==> src/design/lcd_scanline_mode_timer_unit_defines.svh <==
// ----------------------------------------------------------------------------
// LCD scanline mode timer assertion macros
// Concurrent assertion shorthands clocked on i_clk and disabled in reset.
// ----------------------------------------------------------------------------
`ifndef LCD_SCANLINE_MODE_TIMER_UNIT_DEFINES_SVH
`define LCD_SCANLINE_MODE_TIMER_UNIT_DEFINES_SVH

`ifndef NO_ASSERTIONS
`define LCDSM_ASSERT_SAME(label, ante, cons) \
    label: assert property (@(posedge i_clk) disable iff (!i_rst_n) (ante) |-> (cons)) \
        else $error("lcd scanline timer: same-cycle check failed");
`define LCDSM_ASSERT_NEXT(label, ante, cons) \
    label: assert property (@(posedge i_clk) disable iff (!i_rst_n) (ante) |=> (cons)) \
        else $error("lcd scanline timer: next-cycle check failed");
`else
`define LCDSM_ASSERT_SAME(label, ante, cons)
`define LCDSM_ASSERT_NEXT(label, ante, cons)
`endif

`endif

==> src/design/lcdsm_pkg.sv <==
// ----------------------------------------------------------------------------
// LCD scanline mode timer package
// Mode codes, timing constants and the timer state type.
// ----------------------------------------------------------------------------
`timescale 1ns / 1ps

package lcdsm_pkg;

    localparam logic [1:0] ModeHblank  = 2'd0;
    localparam logic [1:0] ModeVblank  = 2'd1;
    localparam logic [1:0] ModeOam     = 2'd2;
    localparam logic [1:0] ModeDrawing = 2'd3;

    localparam logic [15:0] OamClocks     = 16'd80;
    localparam logic [15:0] DrawingClocks = 16'd172;
    localparam logic [15:0] HblankClocks  = 16'd204;
    localparam logic [15:0] LineClocks    = 16'd456;
    localparam logic [15:0] AccumMax      = 16'hFFFF;

    localparam logic [7:0] VblankFirst = 8'd144;
    localparam logic [7:0] LastLine    = 8'd153;

    typedef struct packed {
        logic [15:0] accum;
        logic [7:0]  line;
        logic [1:0]  mode;
        logic        match;
    } t_timer_state;

endpackage

==> src/design/lcdsm_step.sv <==
// ----------------------------------------------------------------------------
// LCD scanline mode timer step
// Next-state logic for one item: accumulate, at most one mode change, line.
// ----------------------------------------------------------------------------
`timescale 1ns / 1ps

module lcdsm_step import lcdsm_pkg::*; (
    input  t_timer_state i_state,
    input  logic         i_lcd_on,
    input  logic [7:0]   i_elapsed_clocks,
    input  logic [7:0]   i_line_compare,
    output t_timer_state o_state
);

    logic [16:0] sum;
    logic [15:0] accum_sat;
    logic [7:0]  line_inc;

    always_comb begin
        sum       = {1'b0, i_state.accum} + {9'd0, i_elapsed_clocks};
        accum_sat = sum[16] ? AccumMax : sum[15:0];
        line_inc  = i_state.line + 8'd1;
        o_state   = i_state;

        if (!i_lcd_on) begin
            o_state.accum = '0;
            o_state.line  = '0;
            o_state.mode  = ModeHblank;
            o_state.match = (i_line_compare == 8'd0);
        end else begin
            o_state.accum = accum_sat;
            case (i_state.mode)
                ModeOam: begin
                    if (accum_sat >= OamClocks) begin
                        o_state.accum = accum_sat - OamClocks;
                        o_state.mode  = ModeDrawing;
                    end
                end
                ModeDrawing: begin
                    if (accum_sat >= DrawingClocks) begin
                        o_state.accum = accum_sat - DrawingClocks;
                        o_state.mode  = ModeHblank;
                    end
                end
                ModeHblank: begin
                    if (accum_sat >= HblankClocks) begin
                        o_state.accum = accum_sat - HblankClocks;
                        o_state.line  = line_inc;
                        o_state.match = (line_inc == i_line_compare);
                        o_state.mode  = (line_inc == VblankFirst) ? ModeVblank : ModeOam;
                    end
                end
                default: begin
                    if (accum_sat >= LineClocks) begin
                        o_state.accum = accum_sat - LineClocks;
                        // Past the last vblank line the frame restarts at line zero.
                        if (line_inc > LastLine) begin
                            o_state.line  = '0;
                            o_state.mode  = ModeOam;
                            o_state.match = (i_line_compare == 8'd0);
                        end else begin
                            o_state.line  = line_inc;
                            o_state.match = (line_inc == i_line_compare);
                        end
                    end
                end
            endcase
        end
    end

endmodule

==> src/design/lcd_scanline_mode_timer_unit.sv <==
// Datapath: input register, combinational state update, then output register.
// Throughput: one item per cycle while the output is not stalled; the timer state
// register feeds back through a single compare, subtract and increment path, so consecutive items chain.
// Reset (synchronous, active low) clears the timer to line 0 in hblank with the
// coincidence flag low, line_compare to 0, and empties both pipeline registers.
// ----------------------------------------------------------------------------
// LCD scanline mode timer top level
// Input register, state update and output register with valid/stall channels.
// ----------------------------------------------------------------------------
`timescale 1ns / 1ps
`include "lcd_scanline_mode_timer_unit_defines.svh"

module lcd_scanline_mode_timer_unit import lcdsm_pkg::*; (
    input  logic       i_clk,
    input  logic       i_rst_n,
    input  logic       i_cfg_wr_en,
    input  logic [7:0] i_cfg_wr_data,
    input  logic       i_in_valid,
    output logic       o_in_stall,
    input  logic       i_lcd_on,
    input  logic [7:0] i_elapsed_clocks,
    output logic       o_out_valid,
    input  logic       i_out_stall,
    output logic [7:0] o_line,
    output logic [1:0] o_mode,
    output logic       o_coincidence
);

    logic         r_in_valid;
    logic         r_in_lcd_on;
    logic [7:0]   r_in_clocks;
    logic [7:0]   r_line_compare;
    t_timer_state r_state;
    t_timer_state n_state;
    logic         r_out_valid;
    logic [7:0]   r_out_line;
    logic [1:0]   r_out_mode;
    logic         r_out_match;
    logic         advance;

    // The pipeline moves whenever the output register is empty or being drained.
    assign advance    = !(r_out_valid && i_out_stall);
    assign o_in_stall = r_in_valid && !advance;

    lcdsm_step u_step (
        .i_state          (r_state),
        .i_lcd_on         (r_in_lcd_on),
        .i_elapsed_clocks (r_in_clocks),
        .i_line_compare   (r_line_compare),
        .o_state          (n_state)
    );

    always_ff @(posedge i_clk) begin
        if (!i_rst_n) begin
            r_in_valid     <= 1'b0;
            r_out_valid    <= 1'b0;
            r_line_compare <= '0;
            r_state        <= '{accum: '0, line: '0, mode: ModeHblank, match: 1'b0};
        end else begin
            if (i_cfg_wr_en) begin
                r_line_compare <= i_cfg_wr_data;
            end
            if (!o_in_stall) begin
                r_in_valid <= i_in_valid;
            end
            if (advance) begin
                r_out_valid <= r_in_valid;
                if (r_in_valid) begin
                    r_state <= n_state;
                end
            end
        end
    end

    always_ff @(posedge i_clk) begin
        if (!o_in_stall && i_in_valid) begin
            r_in_lcd_on <= i_lcd_on;
            r_in_clocks <= i_elapsed_clocks;
        end
        if (advance && r_in_valid) begin
            r_out_line  <= n_state.line;
            r_out_mode  <= n_state.mode;
            r_out_match <= n_state.match;
        end
    end

    assign o_out_valid   = r_out_valid;
    assign o_line        = r_out_line;
    assign o_mode        = r_out_mode;
    assign o_coincidence = r_out_match;

    `LCDSM_ASSERT_SAME(a_line_in_frame, 1'b1, r_state.line <= LastLine)
    `LCDSM_ASSERT_SAME(a_vblank_lines, r_state.mode == ModeVblank, r_state.line >= VblankFirst)
    `LCDSM_ASSERT_NEXT(a_display_off_clears, advance && r_in_valid && !r_in_lcd_on,
        r_state.accum == 16'd0 && r_state.line == 8'd0 && r_state.mode == ModeHblank)

endmodule
==> config.mk <==
export PLATFORM = sky130hd
export DESIGN_NAME = lcd_scanline_mode_timer_unit
export DESIGN_NICKNAME = d
export VERILOG_FILES = /design/src/design/lcdsm_pkg.sv /design/src/design/lcdsm_step.sv /design/src/design/lcd_scanline_mode_timer_unit.sv
export VERILOG_INCLUDE_DIRS = /design/src /design/src/design
export SDC_FILE = /design/constraint.sdc
export NUM_CORES = 1
export LEC_CHECK = 0
export BUFFER_PORTS_ARGS = -buffer_cell sky130_fd_sc_hd__buf_2
export CAP_MARGIN = 20
export CORE_ASPECT_RATIO = 0.9
export CORE_MARGIN = 5
export CORE_UTILIZATION = 62
export DETAILED_ROUTE_END_ITERATION = 8
export GPL_ROUTABILITY_DRIVEN = 1
export MAX_ROUTING_LAYER = met4
export PLACE_DENSITY = 0.81
export SLEW_MARGIN = 20
export SYNTH_ARGS = -nofsm -noshare
export SYNTH_HDL_FRONTEND = slang
export SYNTH_SLANG_ARGS = --single-unit
==> constraint.sdc <==
create_clock -name i_clk -period 5.6 [get_ports i_clk]
set_input_delay 0.56 -clock i_clk [delete_from_list [all_inputs] [get_ports i_clk]]
set_output_delay 0.56 -clock i_clk [all_outputs]
set_load 0.005 [all_outputs]
# Yosys cells after proc, flatten, opt, wreduce, memory -nomap -nowiden
# Cells that the tools add are included.
# word_totals
wordCells	54
out_inout_bits	13
input_bits	22
ff_bits	57
# classes
n_reduce_logical	10
n_bitwise	1
n_lt_le_gt_ge	5
n_eq_ne	4
addsub	6
mux	16
# ops
cell	n
2-to-1 mux 27 bit	3
2-to-1 mux 16 bit	3
case mux 16 bit (3 select lines)	1
greater-or-equal comparator 16 x 8 -> 1 bit, second input constant	2
subtractor 16 x 8 -> 16 bit, second input constant	2
adder 16 x 8 -> 17 bit	1
greater-or-equal comparator 16 x 7 -> 1 bit, second input constant	1
greater-or-equal comparator 16 x 9 -> 1 bit, second input constant	1
case mux 8 bit (2 select lines)	1
subtractor 16 x 7 -> 16 bit, second input constant	1
subtractor 16 x 9 -> 16 bit, second input constant	1
adder 8 x 1 -> 8 bit, second input constant	1
== test 8 bit	1
== test 8 bit, second input constant	1
> comparator 8 bit, second input constant	1
zero test 8 bit	1
2-to-1 mux 2 bit	4
2-to-1 mux 8 bit	1
case mux 2 bit (3 select lines)	1
== test 2 bit, second input constant	2
logical AND 1 bit	4
zero test 1 bit	2
zero test 2 bit	1
case mux 1 bit (2 select lines)	1
other kinds (4)	4

# Depth between registers and ports, before layout
# depth
word_depth	6
ltp_mapped	18
ltp_nobuf	16

# Hierarchy
# From an unflattened synthesis, not the netlist that was laid out.
# unflattened
cells_unflattened	630
hier_area_um2	5261.3
# modules_own_cells
mod	area_per_inst_um2	cells_each	seq_area_each_um2	n_inst
lcdsm_step	3183.1	459	0.0	1
lcd_scanline_mode_timer_unit	2078.2	171	1341.3	1

# Worst setup path after synthesis
# Ideal clock, no wire load.
# synth_path
path_kind	register to register
start	register r_in_clocks[0]
end	register r_state[24] in the netlist's numbering
path_stages_with_launch	18
t_arrival_ns	4.109
period_less_slack_ns	4.251
slack_ns	1.349
t_required_ns	5.459
path_buffers	2
setup_time_ns	0.141
path_cell_list	edfxtp_1 > ha_1 > fa_1 > a211oi_1 > o211a_1 > nor3_2 > clkbuf_1 > nor2_1 > inv_1 > ha_1 > o21a_1 > o31ai_1 > and3_1 > buf_4 > nor4_1 > a211o_1 > a311oi_1 > a221oi_1
# synth_via
elab_chain_cells	6
word_cells_on_any_way	16
cone_classes	add/sub (5); order compare (4); mux (7)
# synth_lines
element	line_no	text
from (decl)	lcd_scanline_mode_timer_unit.sv:31	logic [7:0] r_in_clocks;
from (signal assigned)	lcd_scanline_mode_timer_unit.sv:78	r_in_clocks <= i_elapsed_clocks;
adder 16 x 8 -> 17 bit *	lcdsm_step.sv:20	sum = {1'b0, i_state.accum} + {9'd0, i_elapsed_clocks};
2-to-1 mux 16 bit *	lcdsm_step.sv:21	accum_sat = sum[16] ? AccumMax : sum[15:0];
subtractor 16 x 9 -> 16 bit, or another cell as far along	lcdsm_step.sv:55	o_state.accum = accum_sat - LineClocks;
2-to-1 mux 27 bit, or another cell as far along	lcdsm_step.sv:54	if (accum_sat >= LineClocks) begin
case mux 16 bit (3 select lines) *	lcdsm_step.sv:32	case (i_state.mode)
2-to-1 mux 27 bit *	lcdsm_step.sv:25	if (!i_lcd_on) begin
to (signal assigned)	lcd_scanline_mode_timer_unit.sv:58	r_state <= '{accum: '0, line: '0, mode: ModeHblank, match: 1'b0};
to (signal assigned)	lcd_scanline_mode_timer_unit.sv:69	r_state <= n_state;
to (decl)	lcd_scanline_mode_timer_unit.sv:33	t_timer_state r_state;
# Mark *: on every way between the ends. The rest lies on a longest branch, timed or not.
# A chain may end at the register's enable or synchronous reset.

# Final worst setup path
# layout_path
start	register r_in_clocks[0]
end	register r_state[21] in the netlist's numbering
# Same word-level chain as after synthesis.

==> flow_summary.yaml <==
run:
  drv_cap: 0
place:
  hpwl_um: 12200
  gp_congestion: 1.03
  place_ws_ns: 0.827
  placed_cells: 790
  portBuffers: 34
worst_setup_path:
  endpoint_kind: "flip-flop"
  cp-start-kind: "flip-flop"
  r2r_cells: 15
  crit_fanout: 11
  reg2reg_to: "r_state[21]$_SDFFE_PN0P_"
  crit_type: "flip-flop to flip-flop"
  rrSetupSlack_ns: 0.70
  cp.arrival_ns: 5.17
  r2r-start: "r_in_clocks[0]$_DFFE_PP_"
  cp.required_ns: 5.87
routing:
  via_count: 5664
  dr.first_iter.drc_count: 610
  wirelength_um: 17000
  wl_per_cell_um: 21.1
  dr.pass1.iters: 6
  antenna_left: 0
  vias_per_cell: 7.03
  drc_errors: 0
yosys:
  syn_area_per_cell_um2: 7.78
  yosys_most_used_dff: "dfxtp_1"
  synth_nets: 714
  synth_area_leader_cell: "dfxtp_1"
  synth_seq_cells: 57
  synth_edf_count: 20
  yosysWarnings: 0
  netlist_area_um2: 5270
  syn_inst: 677
  yosysSeqAreaShare_pct: 25.5
  synth_top_area_share_pct: 14.1
  ys_types: 88
  synth_area_leaders: "dfxtp_1, edfxtp_1, nor2_1"
  async_flop_share_pct: 0
clocking:
  tritoncts: "built"
  insertion_delay_ns: 0.37
  clockBufferDepth: 2
  cts_htree_levels: 3
  clock_sinks: 57
  cts_setup_buffers: 0
  holdBufCountCts: 0
  cts_resized: 0
  clockRootBuffer: "clkbuf_8"
  clk_pin_slew_ns: 0.08
  cts_buffers: 9
pwr:
  intPower_mw: 1.04
  p_leak_nw: 2.16
  power_density_nw_per_um2: 351
  switching_share_pct: 47.3
  finalPower_mw: 1.98
  clkPwrFrac_pct: 19.8
  pwr-share-comb_pct: 54.7
  p_switching_uw: 935
  vdd_ir_drop_max_mv: 0.209
  seqPwrFrac_pct: 25.6
finish:
  antenna_cells: 0
  final_nets: 723
  fillers: 686
  syn_to_final_growth_pct: 6.79
  drive_above_1_share_pct: 12.3
  layout_commonest_cell: "nor2_1"
  layout_common_cells: "nor2_1, nand2_1, dfxtp_1"
  stdcell_count: 806
min_path:
  min_delay_worst_endpoint: "r_in_clocks[4]$_DFFE_PP_"
  hold_path.class: "input pin to flip-flop"
  min-delay-start: "i_elapsed_clocks[4]"
  whs_path_depth: 1
floorplanning:
  die_area_um2: 10400
  std_cell_rows: 31
  die_x_um: 107
  start_util_pct: 64.4
  die_height_um: 97.5
  core_area_um2: 8180
  io_pins: 35
sta:
  clock_skew_ns: 0.0123
  finalMaxSlewViolations: 0
  fin_setup_tns_ns: 0
  finalHoldViolCount: 0
  rsz0062_at_grt: "false"
  max_freq_ghz: 0.204
  max_slew_margin_pct: 31.5
  post-route-min-period_ns: 4.90
  setup_viol: 0
  fin_crit_sh_pct: 87.5
  worst_pin_slew_ns: 1.01
  fin_ws_ns: 0.698
global_routing:
  antenna_found_initial: 0
  grt_usage_pct: 33.3
  grt_max_degree: 42
  first_global_vias: 5158
  gr-total-overflow: 0
  grt_pass1_wl_um: 27100
outcome:
  outcome: "finished clean"
## layer usage
metal	up-vias	global-route usage [%]	part of all wire (%)
met5	-	-	0
met4	0	11.6	3.1
met3	61	7.24	11
met2	366	48.8	43
met1	2653	45.3	43
li1	2584	-	-
## cell usage after synthesis (8+ instances only)
| master | number |
|---|---|
| inv_1 | 14 |
| and2_1 | 8 |
| a31oi_1 | 11 |
| xor2_1 | 24 |
| ha_1 | 14 |
| a21o_1 | 9 |
| buf_2 | 10 |
| nor4_1 | 9 |
| o211ai_1 | 14 |
| nand4_1 | 8 |
| o21ai_1 | 12 |
| a211oi_1 | 11 |
| nand3_1 | 36 |
| and3_1 | 14 |
| dfxtp_1 | 37 |
| nand2b_1 | 8 |
| nand2_1 | 64 |
| a21oi_1 | 34 |
| mux2i_1 | 15 |
| or3_1 | 10 |
| clkbuf_1 | 27 |
| xnor2_1 | 15 |
| edfxtp_1 | 20 |
| nor2_1 | 69 |
| o21ai_0 | 36 |
| nor3_1 | 21 |
## area by class of cell
type                            count  area (µm²)  share of cell area [%]
Clock buffer                       10         149                    2.65
Clock inverter                      6        46.3                   0.823
Inverter                           16        60.1                    1.07
Multi-Input combinational cell    561        3660                    65.1
Sequential cell                    57        1340                    23.8
Tap cell                          115         144                    2.56
Timing Repair Buffer               41         223                    3.96
## power by group through the flow
stage	registers (mW)	logic [mW]	clock network, mW
after floorplan	0.496	0.835	0
after global placement	0.511	1.02	0
after detailed placement	0.513	1.03	0
after CTS	0.503	1.04	0.392
after global routing	0.509	1.16	0.415
final	0.505	1.08	0.391
## cells by family after synthesis
family / count (synthesis) / synth area share [%]
AOI/OAI and AO/OA: 214 / 29.9
xor gates and xnor gates: 39 / 6.48
adders and majority gates: 15 / 3.70
buffers and inverters: 59 / 5.01
DFF: 57 / 25.5
muxes: 15 / 2.85
and+or+nand+nor: 278 / 26.6
## worst max-delay path: stages, from the launching register on
cell	delay, ns
edfxtp_1	0.37
ha_1	0.26
fa_1	0.46
a211oi_1	0.48
o211a_1	0.30
nor3_2	0.09
nor2_1	0.27
inv_1	0.13
ha_1	0.30
o21a_1	0.23
o31ai_1	0.50
and3_1	0.54
a21oi_1	0.21
a41o_1	0.31
mux2i_1	0.15
o41ai_2	0.21
## registers in the layout, summed over array words and instances, names as in the netlist
name,count
o_out_valid,1
r_in_lcd_on,1
r_line_compare,8
r_state,27
r_in_valid,1
r_in_clocks,8
o_line,8
o_mode,2
o_coincidence,1
## worst max path at each step
stage	startpoint	to	slack (ns)	cells past startpoint
2_1_floorplan	r_in_clocks[0]$_DFFE_PP_	r_state[24]$_SDFFE_PN0P_	1.35	17
3_3_place_gp	r_in_clocks[0]$_DFFE_PP_	r_state[21]$_SDFFE_PN0P_	1.01	15
3_5_place_dp	r_in_clocks[0]$_DFFE_PP_	r_state[21]$_SDFFE_PN0P_	0.83	15
4_1_cts	r_in_clocks[0]$_DFFE_PP_	r_state[21]$_SDFFE_PN0P_	0.79	15
5_1_grt	r_in_clocks[0]$_DFFE_PP_	r_state[21]$_SDFFE_PN0P_	0.42	15
6_report	r_in_clocks[0]$_DFFE_PP_	r_state[21]$_SDFFE_PN0P_	0.70	15
## stage by stage
| step | hold slack [ns] | area [µm²] | util (%) |
|---|---|---|---|
| finish | 0.363 | 5630 | 68.8 |
| global route | 0.359 | 5630 | 68.8 |
| CTS | 0.361 | 5630 | 68.8 |
| detailed placement | 0.474 | 5430 | 66.4 |
| global placement | 0.453 | 5430 | 66.4 |
| floorplan | 0.429 | 5270 | - |
No activity file was read; power rests on OpenSTA's default activity.
